### config.mk
export PLATFORM = sky130hd
export DESIGN_NAME = vm_register_alu_core
export DESIGN_NICKNAME = d
export VERILOG_FILES = /design/src/vmr_pkg.sv /design/src/vmr_exec.sv /design/src/vm_register_alu_core.sv
export SDC_FILE = /design/constraint.sdc
export NUM_CORES = 1
export LEC_CHECK = 0
export BUFFER_PORTS_ARGS = -buffer_cell sky130_fd_sc_hd__buf_2
export CORE_ASPECT_RATIO = 0.7
export CORE_UTILIZATION = 35
export CTS_CLUSTER_SIZE = 30
export DETAILED_ROUTE_END_ITERATION = 10
export GPL_ROUTABILITY_DRIVEN = 0
export SYNTH_ARGS = -nofsm -noshare
export SYNTH_HDL_FRONTEND = slang
export SYNTH_SLANG_ARGS = --single-unit
### constraint.sdc
create_clock -name clk -period 9.4 [get_ports clk]
set_clock_uncertainty 0.1 [all_clocks]
set_input_delay 0.47 -clock clk [delete_from_list [all_inputs] [get_ports clk]]
set_output_delay 0.47 -clock clk [all_outputs]
set_load 0.02 [all_outputs]
### src/vmr_pkg.sv
`default_nettype none
// ----------------------------------------------------------------------------
// vmr_pkg
// Shared types and constants for the register/ALU core: instruction group
// codes, ALU sub-op codes, field widths and the execute result bundle.
// ----------------------------------------------------------------------------
package vmr_pkg;

	localparam int unsigned AddrW = 12;
	localparam int unsigned ByteW = 8;
	localparam int unsigned NibW  = 4;
	localparam int unsigned InsW  = 16;

	localparam logic [AddrW-1:0] PC_RESET = 12'd512;
	localparam logic [AddrW-1:0] PC_STEP  = 12'd2;
	localparam logic [NibW-1:0]  FLAG_REG = 4'hF;
	localparam logic [NibW-1:0]  BASE_REG = 4'h0;

	// instruction groups (top nibble)
	localparam logic [NibW-1:0] GRP_JP    = 4'h1;
	localparam logic [NibW-1:0] GRP_SE_NN = 4'h3;
	localparam logic [NibW-1:0] GRP_SN_NN = 4'h4;
	localparam logic [NibW-1:0] GRP_SE_XY = 4'h5;
	localparam logic [NibW-1:0] GRP_LD_NN = 4'h6;
	localparam logic [NibW-1:0] GRP_ADD_NN = 4'h7;
	localparam logic [NibW-1:0] GRP_ALU   = 4'h8;
	localparam logic [NibW-1:0] GRP_SN_XY = 4'h9;
	localparam logic [NibW-1:0] GRP_LD_I  = 4'hA;
	localparam logic [NibW-1:0] GRP_JP_V0 = 4'hB;
	localparam logic [NibW-1:0] GRP_RND   = 4'hC;

	// ALU group sub-ops (low nibble)
	localparam logic [NibW-1:0] ALU_MOV = 4'h0;
	localparam logic [NibW-1:0] ALU_OR  = 4'h1;
	localparam logic [NibW-1:0] ALU_AND = 4'h2;
	localparam logic [NibW-1:0] ALU_XOR = 4'h3;
	localparam logic [NibW-1:0] ALU_ADD = 4'h4;
	localparam logic [NibW-1:0] ALU_SUB = 4'h5;
	localparam logic [NibW-1:0] ALU_SHR = 4'h6;
	localparam logic [NibW-1:0] ALU_SBN = 4'h7;
	localparam logic [NibW-1:0] ALU_SHL = 4'hE;

	// execute result handed from the execute unit to the state update
	typedef struct packed {
		logic             wr_x;      // Vx gets x_val
		logic [ByteW-1:0] x_val;
		logic             has_flag;  // VF gets flag_bit after Vx
		logic             flag_bit;
		logic             wr_index;  // index register gets nnn
		logic [AddrW-1:0] next_pc;
		logic             bad;       // not executed here
	} exec_res_t;

endpackage
`default_nettype wire

### src/vmr_exec.sv
`default_nettype none
// ----------------------------------------------------------------------------
// vmr_exec
// Execute unit: decodes one instruction against the operand values and
// current PC and returns what is to be written back.
// ----------------------------------------------------------------------------
module vmr_exec (
	input  wire logic [vmr_pkg::InsW-1:0]  instruction,
	input  wire logic [vmr_pkg::ByteW-1:0] random_byte,
	input  wire logic [vmr_pkg::ByteW-1:0] vx,
	input  wire logic [vmr_pkg::ByteW-1:0] vy,
	input  wire logic [vmr_pkg::AddrW-1:0] pc,
	output vmr_pkg::exec_res_t             res
);
	import vmr_pkg::*;

	logic [NibW-1:0]  grp;
	logic [NibW-1:0]  n;
	logic [ByteW-1:0] nn;
	logic [AddrW-1:0] nnn;
	logic [AddrW-1:0] pc_inc;
	logic [ByteW:0]   sum;
	logic             skip;

	assign grp    = instruction[15:12];
	assign n      = instruction[3:0];
	assign nn     = instruction[7:0];
	assign nnn    = instruction[11:0];
	assign pc_inc = pc + PC_STEP;
	assign sum    = {1'b0, vx} + {1'b0, vy};

	// decode and compute
	always_comb begin
		res          = '0;
		skip         = 1'b0;
		res.next_pc  = pc_inc;
		case (grp)
			GRP_JP: begin
				res.next_pc = nnn;
			end
			GRP_SE_NN: skip = (vx == nn);
			GRP_SN_NN: skip = (vx != nn);
			GRP_SE_XY: begin
				if (n != 4'h0) res.bad = 1'b1;
				else skip = (vx == vy);
			end
			GRP_SN_XY: begin
				if (n != 4'h0) res.bad = 1'b1;
				else skip = (vx != vy);
			end
			GRP_LD_NN: begin
				res.wr_x  = 1'b1;
				res.x_val = nn;
			end
			GRP_ADD_NN: begin
				res.wr_x  = 1'b1;
				res.x_val = vx + nn;
			end
			GRP_ALU: begin
				res.wr_x = 1'b1;
				case (n)
					ALU_MOV: res.x_val = vy;
					ALU_OR:  res.x_val = vx | vy;
					ALU_AND: res.x_val = vx & vy;
					ALU_XOR: res.x_val = vx ^ vy;
					ALU_ADD: begin
						res.x_val    = sum[ByteW-1:0];
						res.has_flag = 1'b1;
						res.flag_bit = sum[ByteW];
					end
					ALU_SUB: begin
						res.x_val    = vx - vy;
						res.has_flag = 1'b1;
						res.flag_bit = (vx >= vy);
					end
					ALU_SHR: begin
						res.x_val    = {1'b0, vx[ByteW-1:1]};
						res.has_flag = 1'b1;
						res.flag_bit = vx[0];
					end
					ALU_SBN: begin
						res.x_val    = vy - vx;
						res.has_flag = 1'b1;
						res.flag_bit = (vy >= vx);
					end
					ALU_SHL: begin
						res.x_val    = {vx[ByteW-2:0], 1'b0};
						res.has_flag = 1'b1;
						res.flag_bit = vx[ByteW-1];
					end
					default: begin
						res.wr_x = 1'b0;
						res.bad  = 1'b1;
					end
				endcase
			end
			GRP_LD_I: res.wr_index = 1'b1;
			// vy carries V0 for this group
			GRP_JP_V0: res.next_pc = nnn + {{(AddrW-ByteW){1'b0}}, vy};
			GRP_RND: begin
				res.wr_x  = 1'b1;
				res.x_val = random_byte & nn;
			end
			default: res.bad = 1'b1;
		endcase
		if (skip) res.next_pc = pc_inc + PC_STEP;
	end

endmodule
`default_nettype wire

### src/vm_register_alu_core.sv
`default_nettype none
// ----------------------------------------------------------------------------
// vm_register_alu_core
// Register/ALU core: executes one 16-bit instruction per request against
// sixteen 8-bit registers (V0..VE in a register memory, VF in a flop),
// a 12-bit PC and a 12-bit index register.
// ----------------------------------------------------------------------------
//  channel   dir  signals                      contents
//  s_*       in   tvalid tready tdata[23:0]    instruction, random_byte
//  m_*       out  tvalid tready tdata[39:0]    next_pc, index_value,
//                 tuser[0]                     target_value, flag_value;
//                                              unsupported
//  cfg_*     in   we wdata[11:0]               program_start (also loads PC)
//
//  The accept edge reads Vx and Vy from the register memory into the execute
//  stage; once the output register is free, that stage executes, writes back
//  and loads the output register. A new request is taken every cycle unless
//  the output stalls; a same-register read right after a write uses a bypass.
//  Reset clears the registers (valid bits per memory entry), sets PC to 512.
//  The block stalls only when the output register is full and not taken.
// ----------------------------------------------------------------------------
module vm_register_alu_core (
	input  wire logic        clk,
	input  wire logic        arst_n,
	input  wire logic        s_tvalid,
	output logic             s_tready,
	input  wire logic [23:0] s_tdata,   // [15:0] instruction, [23:16] random_byte
	output logic             m_tvalid,
	input  wire logic        m_tready,
	output logic [39:0]      m_tdata,   // [11:0] next_pc, [23:12] index_value,
	                                    // [31:24] target_value, [39:32] flag_value
	output logic [0:0]       m_tuser,   // [0] unsupported
	input  wire logic        cfg_we,
	input  wire logic [vmr_pkg::AddrW-1:0] cfg_wdata
);
	import vmr_pkg::*;

	localparam int unsigned NumRegs = 1 << NibW;

	// register memory and its entry valid bits
	logic [ByteW-1:0]   mem [NumRegs];
	logic [NumRegs-1:0] ent_valid_q;

	logic [AddrW-1:0] pc_q;
	logic [AddrW-1:0] idx_q;
	logic [ByteW-1:0] vf_q;

	logic             valid_s1;
	logic [InsW-1:0]  ins_s1;
	logic [ByteW-1:0] rnd_s1;
	logic [ByteW-1:0] rdx_s1;
	logic [ByteW-1:0] rdy_s1;

	logic             out_valid_q;
	logic [39:0]      out_data_q;
	logic             out_bad_q;

	logic             accept;
	logic             advance;
	logic [NibW-1:0]  in_x;
	logic [NibW-1:0]  in_rb;
	logic [NibW-1:0]  x_s1;
	logic [NibW-1:0]  y_s1;
	logic [ByteW-1:0] vx;
	logic [ByteW-1:0] vy;
	logic             mem_we;
	logic [ByteW-1:0] new_vx;
	logic [ByteW-1:0] new_vf;
	logic [ByteW-1:0] target;
	logic [AddrW-1:0] new_idx;
	exec_res_t        res;

	// handshake
	assign advance  = valid_s1 && (!out_valid_q || m_tready);
	assign s_tready = !valid_s1 || advance;
	assign accept   = s_tvalid && s_tready;

	// read addresses: x, and y or V0 for the base-jump group
	assign in_x  = s_tdata[11:8];
	assign in_rb = (s_tdata[15:12] == GRP_JP_V0) ? BASE_REG : s_tdata[7:4];

	// register memory: one write, two registered reads with write bypass
	always_ff @(posedge clk) begin
		if (mem_we) mem[x_s1] <= new_vx;
		if (accept) begin
			ins_s1 <= s_tdata[15:0];
			rnd_s1 <= s_tdata[23:16];
			if (mem_we && x_s1 == in_x) rdx_s1 <= new_vx;
			else rdx_s1 <= ent_valid_q[in_x] ? mem[in_x] : '0;
			if (mem_we && x_s1 == in_rb) rdy_s1 <= new_vx;
			else rdy_s1 <= ent_valid_q[in_rb] ? mem[in_rb] : '0;
		end
	end

	always_ff @(posedge clk or negedge arst_n) begin
		if (!arst_n) begin
			ent_valid_q <= '0;
		end else if (mem_we) begin
			ent_valid_q[x_s1] <= 1'b1;
		end
	end

	// execute stage operands; VF lives in its own flop
	assign x_s1 = ins_s1[11:8];
	assign y_s1 = ins_s1[7:4];
	assign vx   = (x_s1 == FLAG_REG) ? vf_q : rdx_s1;
	assign vy   = (y_s1 == FLAG_REG && ins_s1[15:12] != GRP_JP_V0) ? vf_q : rdy_s1;

	vmr_exec u_exec (
		.instruction (ins_s1),
		.random_byte (rnd_s1),
		.vx          (vx),
		.vy          (vy),
		.pc          (pc_q),
		.res         (res)
	);

	// write-back values; flag lands after the result
	assign new_vx  = res.wr_x ? res.x_val : vx;
	assign new_vf  = res.has_flag ? {{(ByteW-1){1'b0}}, res.flag_bit} :
	                 (res.wr_x && x_s1 == FLAG_REG) ? res.x_val : vf_q;
	assign target  = (x_s1 == FLAG_REG) ? new_vf : new_vx;
	assign new_idx = res.wr_index ? ins_s1[11:0] : idx_q;
	assign mem_we  = advance && res.wr_x && x_s1 != FLAG_REG;

	// control state
	always_ff @(posedge clk or negedge arst_n) begin
		if (!arst_n) begin
			valid_s1    <= 1'b0;
			out_valid_q <= 1'b0;
			pc_q        <= PC_RESET;
			idx_q       <= '0;
			vf_q        <= '0;
		end else begin
			if (s_tready) valid_s1 <= s_tvalid;
			if (advance) out_valid_q <= 1'b1;
			else if (m_tready) out_valid_q <= 1'b0;
			if (cfg_we) pc_q <= cfg_wdata;
			else if (advance) pc_q <= res.next_pc;
			if (advance) begin
				idx_q <= new_idx;
				vf_q  <= new_vf;
			end
		end
	end

	// output register
	always_ff @(posedge clk) begin
		if (advance) begin
			out_data_q <= {new_vf, target, new_idx, res.next_pc};
			out_bad_q  <= res.bad;
		end
	end

	assign m_tvalid = out_valid_q;
	assign m_tdata  = out_data_q;
	assign m_tuser  = out_bad_q;

	// checks
	a_stall_blocks: assert property (@(posedge clk) disable iff (!arst_n)
		valid_s1 && out_valid_q && !m_tready |-> !s_tready)
		else $error("input taken while execute stage is stalled");
	a_no_vf_mem: assert property (@(posedge clk) disable iff (!arst_n)
		mem_we |-> x_s1 != FLAG_REG)
		else $error("register memory written at the flag entry");
	a_accept_fills: assert property (@(posedge clk) disable iff (!arst_n)
		accept |=> valid_s1)
		else $error("accepted request lost before execute");
	a_bad_keeps_idx: assert property (@(posedge clk) disable iff (!arst_n)
		advance && res.bad |=> idx_q == $past(idx_q) && vf_q == $past(vf_q))
		else $error("unsupported instruction changed state");
	a_out_from_exec: assert property (@(posedge clk) disable iff (!arst_n)
		$rose(m_tvalid) |-> $past(advance))
		else $error("result shown without an executed instruction");

endmodule
`default_nettype wire
==> flow_metrics.env <==
export IMPL_nNetsFinal=1489
export IMPL_grt_overflow_total=0
export IMPL_synth_top_cell_area_share_pct=41.4
export IMPL_rows=63
export IMPL_tightestPinTransition_ps=1450
export IMPL_cts_root_buf="clkbuf_16"
export IMPL_netlist_area_um2=15100
export IMPL_port_buffers=83
export IMPL_grt_first_pass_wirelength_um=72200
export IMPL_worstSetupStartpointType="flip-flop"
export IMPL_cts_sinks=259
export IMPL_worstPathArrival_ps=6710
export IMPL_rsz0062_at_grt="false"
export IMPL_relSlewSlack_pct=3.62
export IMPL_start_util_pct=35.7
export IMPL_synth_edff_count=209
export IMPL_clockBufferDepth=3
export IMPL_worst_path_max_fanout=19
export IMPL_core_um2=42500
export IMPL_post_cts_buffers=0
export IMPL_die_y_um=176
export IMPL_diodes=0
export IMPL_r2r_cells=13
export IMPL_yosysTopAreaCell="edfxtp_1"
export IMPL_max_freq_mhz=152
export IMPL_synth_xor_area_share_pct=2.02
export IMPL_synth_most_common_cell="edfxtp_1"
export IMPL_drt_pass1_iterations=8
export IMPL_synth_cell_type_count=89
export IMPL_finalSetupTns_ps=0
export IMPL_ant_nets=0
export IMPL_p_per_area_nw_per_um2=188
export IMPL_wl_per_cell_um=24.6
export IMPL_crit_chain="nand4b_1, nand2_1, mux2i_1, inv_1, ha_1, nor4b_1, o21ai_0, nand3_1, a21oi_1, a2bb2oi_1, o41a_1, a211oi_1, inv_1"
export IMPL_worstHoldPathType="in -> reg"
export IMPL_drt_wl_total_um=48600
export IMPL_synthesis_instances=1314
export IMPL_p_int_mw=2.29
export IMPL_switching_share_pct=29.9
export IMPL_drv_slew=0
export IMPL_clkTransAtPathRegs_ps=60
export IMPL_ys_warn_count=0
export IMPL_ys_flop_type="edfxtp_1"
export IMPL_hold_depth=1
export IMPL_worstPathRequired_ps=9510
export IMPL_cts_tree="yes"
export IMPL_die_width_um=251
export IMPL_seqPwrFrac_pct=43.8
export IMPL_place_ws_ps=3200
export IMPL_area_growth_pct=14.8
export IMPL_max_cap_violations=0
export IMPL_grt_max_degree=69
export IMPL_slowest_delay_ps=790
export IMPL_worst_path_most_repeated_cell="inv_1"
export IMPL_p_leak_nw=6.66
export IMPL_htreeDepth=1
export IMPL_routed_via_density=6.06
export IMPL_vias=12000
export IMPL_drcViolationCount=0
export IMPL_pwr_share_clk_pct=35.5
export IMPL_async_flop_share_pct=19.3
export IMPL_power_total_mw=3.27
export IMPL_setup_viol=0
export IMPL_muxShareOfSynthArea_pct=13.7
export IMPL_synthAdderAreaFrac_pct=4.15
export IMPL_drt_initial_drc_count=1487
export IMPL_max_vdd_ir_drop_mv=0.160
export IMPL_slowest_stage="nand4b_1"
export IMPL_yosysSeqAreaShare_pct=49.7
export IMPL_hold_viol=0
export IMPL_switchingPower_uw=979
export IMPL_critical_path_n_buffers_inverters=2
export IMPL_synth_compound_area_share_pct=14.9
export IMPL_ys_ff_latch=259
export IMPL_yosys_top_cells_count="209 x edfxtp_1, 114 x nand2_1, 87 x nor2_1"
export IMPL_finalCriticalPeriod_ps=6600
export IMPL_path_class="reg -> reg"
export IMPL_pwr_share_comb_pct=20.7
export IMPL_insertion_delay_ps=590
export IMPL_yosys_area_share_simple_pct=12.3
export IMPL_setup_ws_ps=2800
export IMPL_drive_gt1_share_pct=19.3
export IMPL_first_global_vias=11300
export IMPL_fp_dieArea_um2=44100
export IMPL_min_period_over_period_pct=70.2
export IMPL_cts_made_buffers=28
export IMPL_critPathCaptureType="flip-flop"
export IMPL_cp_top_family="compound AO/OA/AOI/OAI gates"
export IMPL_grt_usage_pct=21.6
export IMPL_antenna_found_initial=0
export IMPL_yosys_top_cells_area="edfxtp_1 41%, dfrtp_1 8.1%, mux4_2 6.7%"
export IMPL_io_pins=84
export IMPL_status="completed"
export IMPL_cp_depth=13
export IMPL_avgSynthCellArea_um2=11.5
export IMPL_hpwlAfterDp_um=33800
export IMPL_synth_top_family_by_area="compound AO/OA/AOI/OAI gates"
==> power by group through the flow <==
stage	Clock [mW]	Sequential [mW]	Combinational [mW]
final	1.16	1.43	0.677
after CTS	1.18	1.43	0.660
after detailed placement	0	1.45	0.649
after global routing	1.23	1.44	0.724
after floorplan	0	1.45	0.430
after global placement	0	1.45	0.643
==> final cells by class <==
class | instances | area (µm²)
Clock buffer | 38 | 820
Clock inverter | 14 | 168
Multi-Input combinational cell | 935 | 7160
Fill cell | 4019 | 25100
Sequential cell | 259 | 7530
Inverter | 43 | 161
Tap cell | 552 | 691
Timing Repair Buffer | 135 | 861
==> through the flow <==
stage               utilization (%)  hold slack [ps]  cells  instance area, µm²
finish                         40.9             21.0   1976               17400
global route                   40.9             1.55   1976               17400
CTS                            40.9            0.873   1975               17400
detailed placement             38.1              285   1902               16200
global placement               38.1              288   1902               16200
floorplan                         -             74.4   1321               15200
==> cell families (layout without fill, tap and decap cells) <==
group,count (synthesis),after routing
compound gates,321,321
xor+xnor,35,35
fa+ha+maj,49,49
buf+inv,127,230
flops,259,259
mux,144,144
other cells,1,8
simple gates,378,378
==> state kept, by name (all words and copies together), names as in the netlist <==
register / cells
mem: 128
ins_s1: 16
m_tvalid: 1
vf_q: 8
pc_q: 12
valid_s1: 1
ent_valid_q: 16
rdx_s1: 8
rnd_s1: 8
m_tuser: 1
idx_q: 12
rdy_s1: 8
m_tdata: 40
==> worst paths after layout <==
path	slack (ps)	start	endpoint
max	2800	ins_s1[15]	mem[3][3]
min	20	s_tdata[14]	ins_s1[14]
max reg2reg	2800	ins_s1[15]	mem[3][3]
min reg2reg	300	ent_valid_q[15]	ent_valid_q[15]
max in group asynchronous	8160	arst_n	ent_valid_q[4]
min in group asynchronous	470	arst_n	vf_q[1]
==> routing by layer <==
| layer | track usage, % | share of wire, % | vias to the layer above |
|---|---|---|---|
| met5 | 0 | 0 | - |
| met4 | 4.50 | 2.1 | 0 |
| met3 | 5.96 | 11 | 79 |
| met2 | 30.6 | 41 | 633 |
| met1 | 32.5 | 46 | 6004 |
| li1 | - | - | 5257 |
==> cells in the final DEF, fill, tap and decap left out, types with 7 or more instances in the layout <==
master and count:
a31oi_1 9, ha_1 43, a21o_1 16, and3_1 11, edfxtp_1 209, nand3_1 42
o211ai_1 10, o221ai_1 8, a21oi_1 52, o31ai_1 8, a221oi_1 20, nand2_1 114
a211oi_1 19, nor2b_1 9, buf_4 30, mux2_2 31, conb_1 8, dfrtp_1 49
nor3_1 31, or2_2 19, nand2b_1 13, nand4_1 7, o21ai_0 72, a2111oi_0 7
xnor2_1 19, inv_1 41, a22oi_1 16, o22ai_1 12, mux4_2 45, nor2_1 87
dlygate4sd3_1 22, clkbuf_16 29, buf_2 83, a221o_1 18, xor2_1 16, mux2i_1 62
==> repair_timing <==
action                                  in CTS  in global routing
endpoints found under the setup margin       0                  0
resized for setup                            0                  0
hold buffers                                21                  1
hold endpoints to repair                    63                  1
Power figures use the tool's default switching activity.
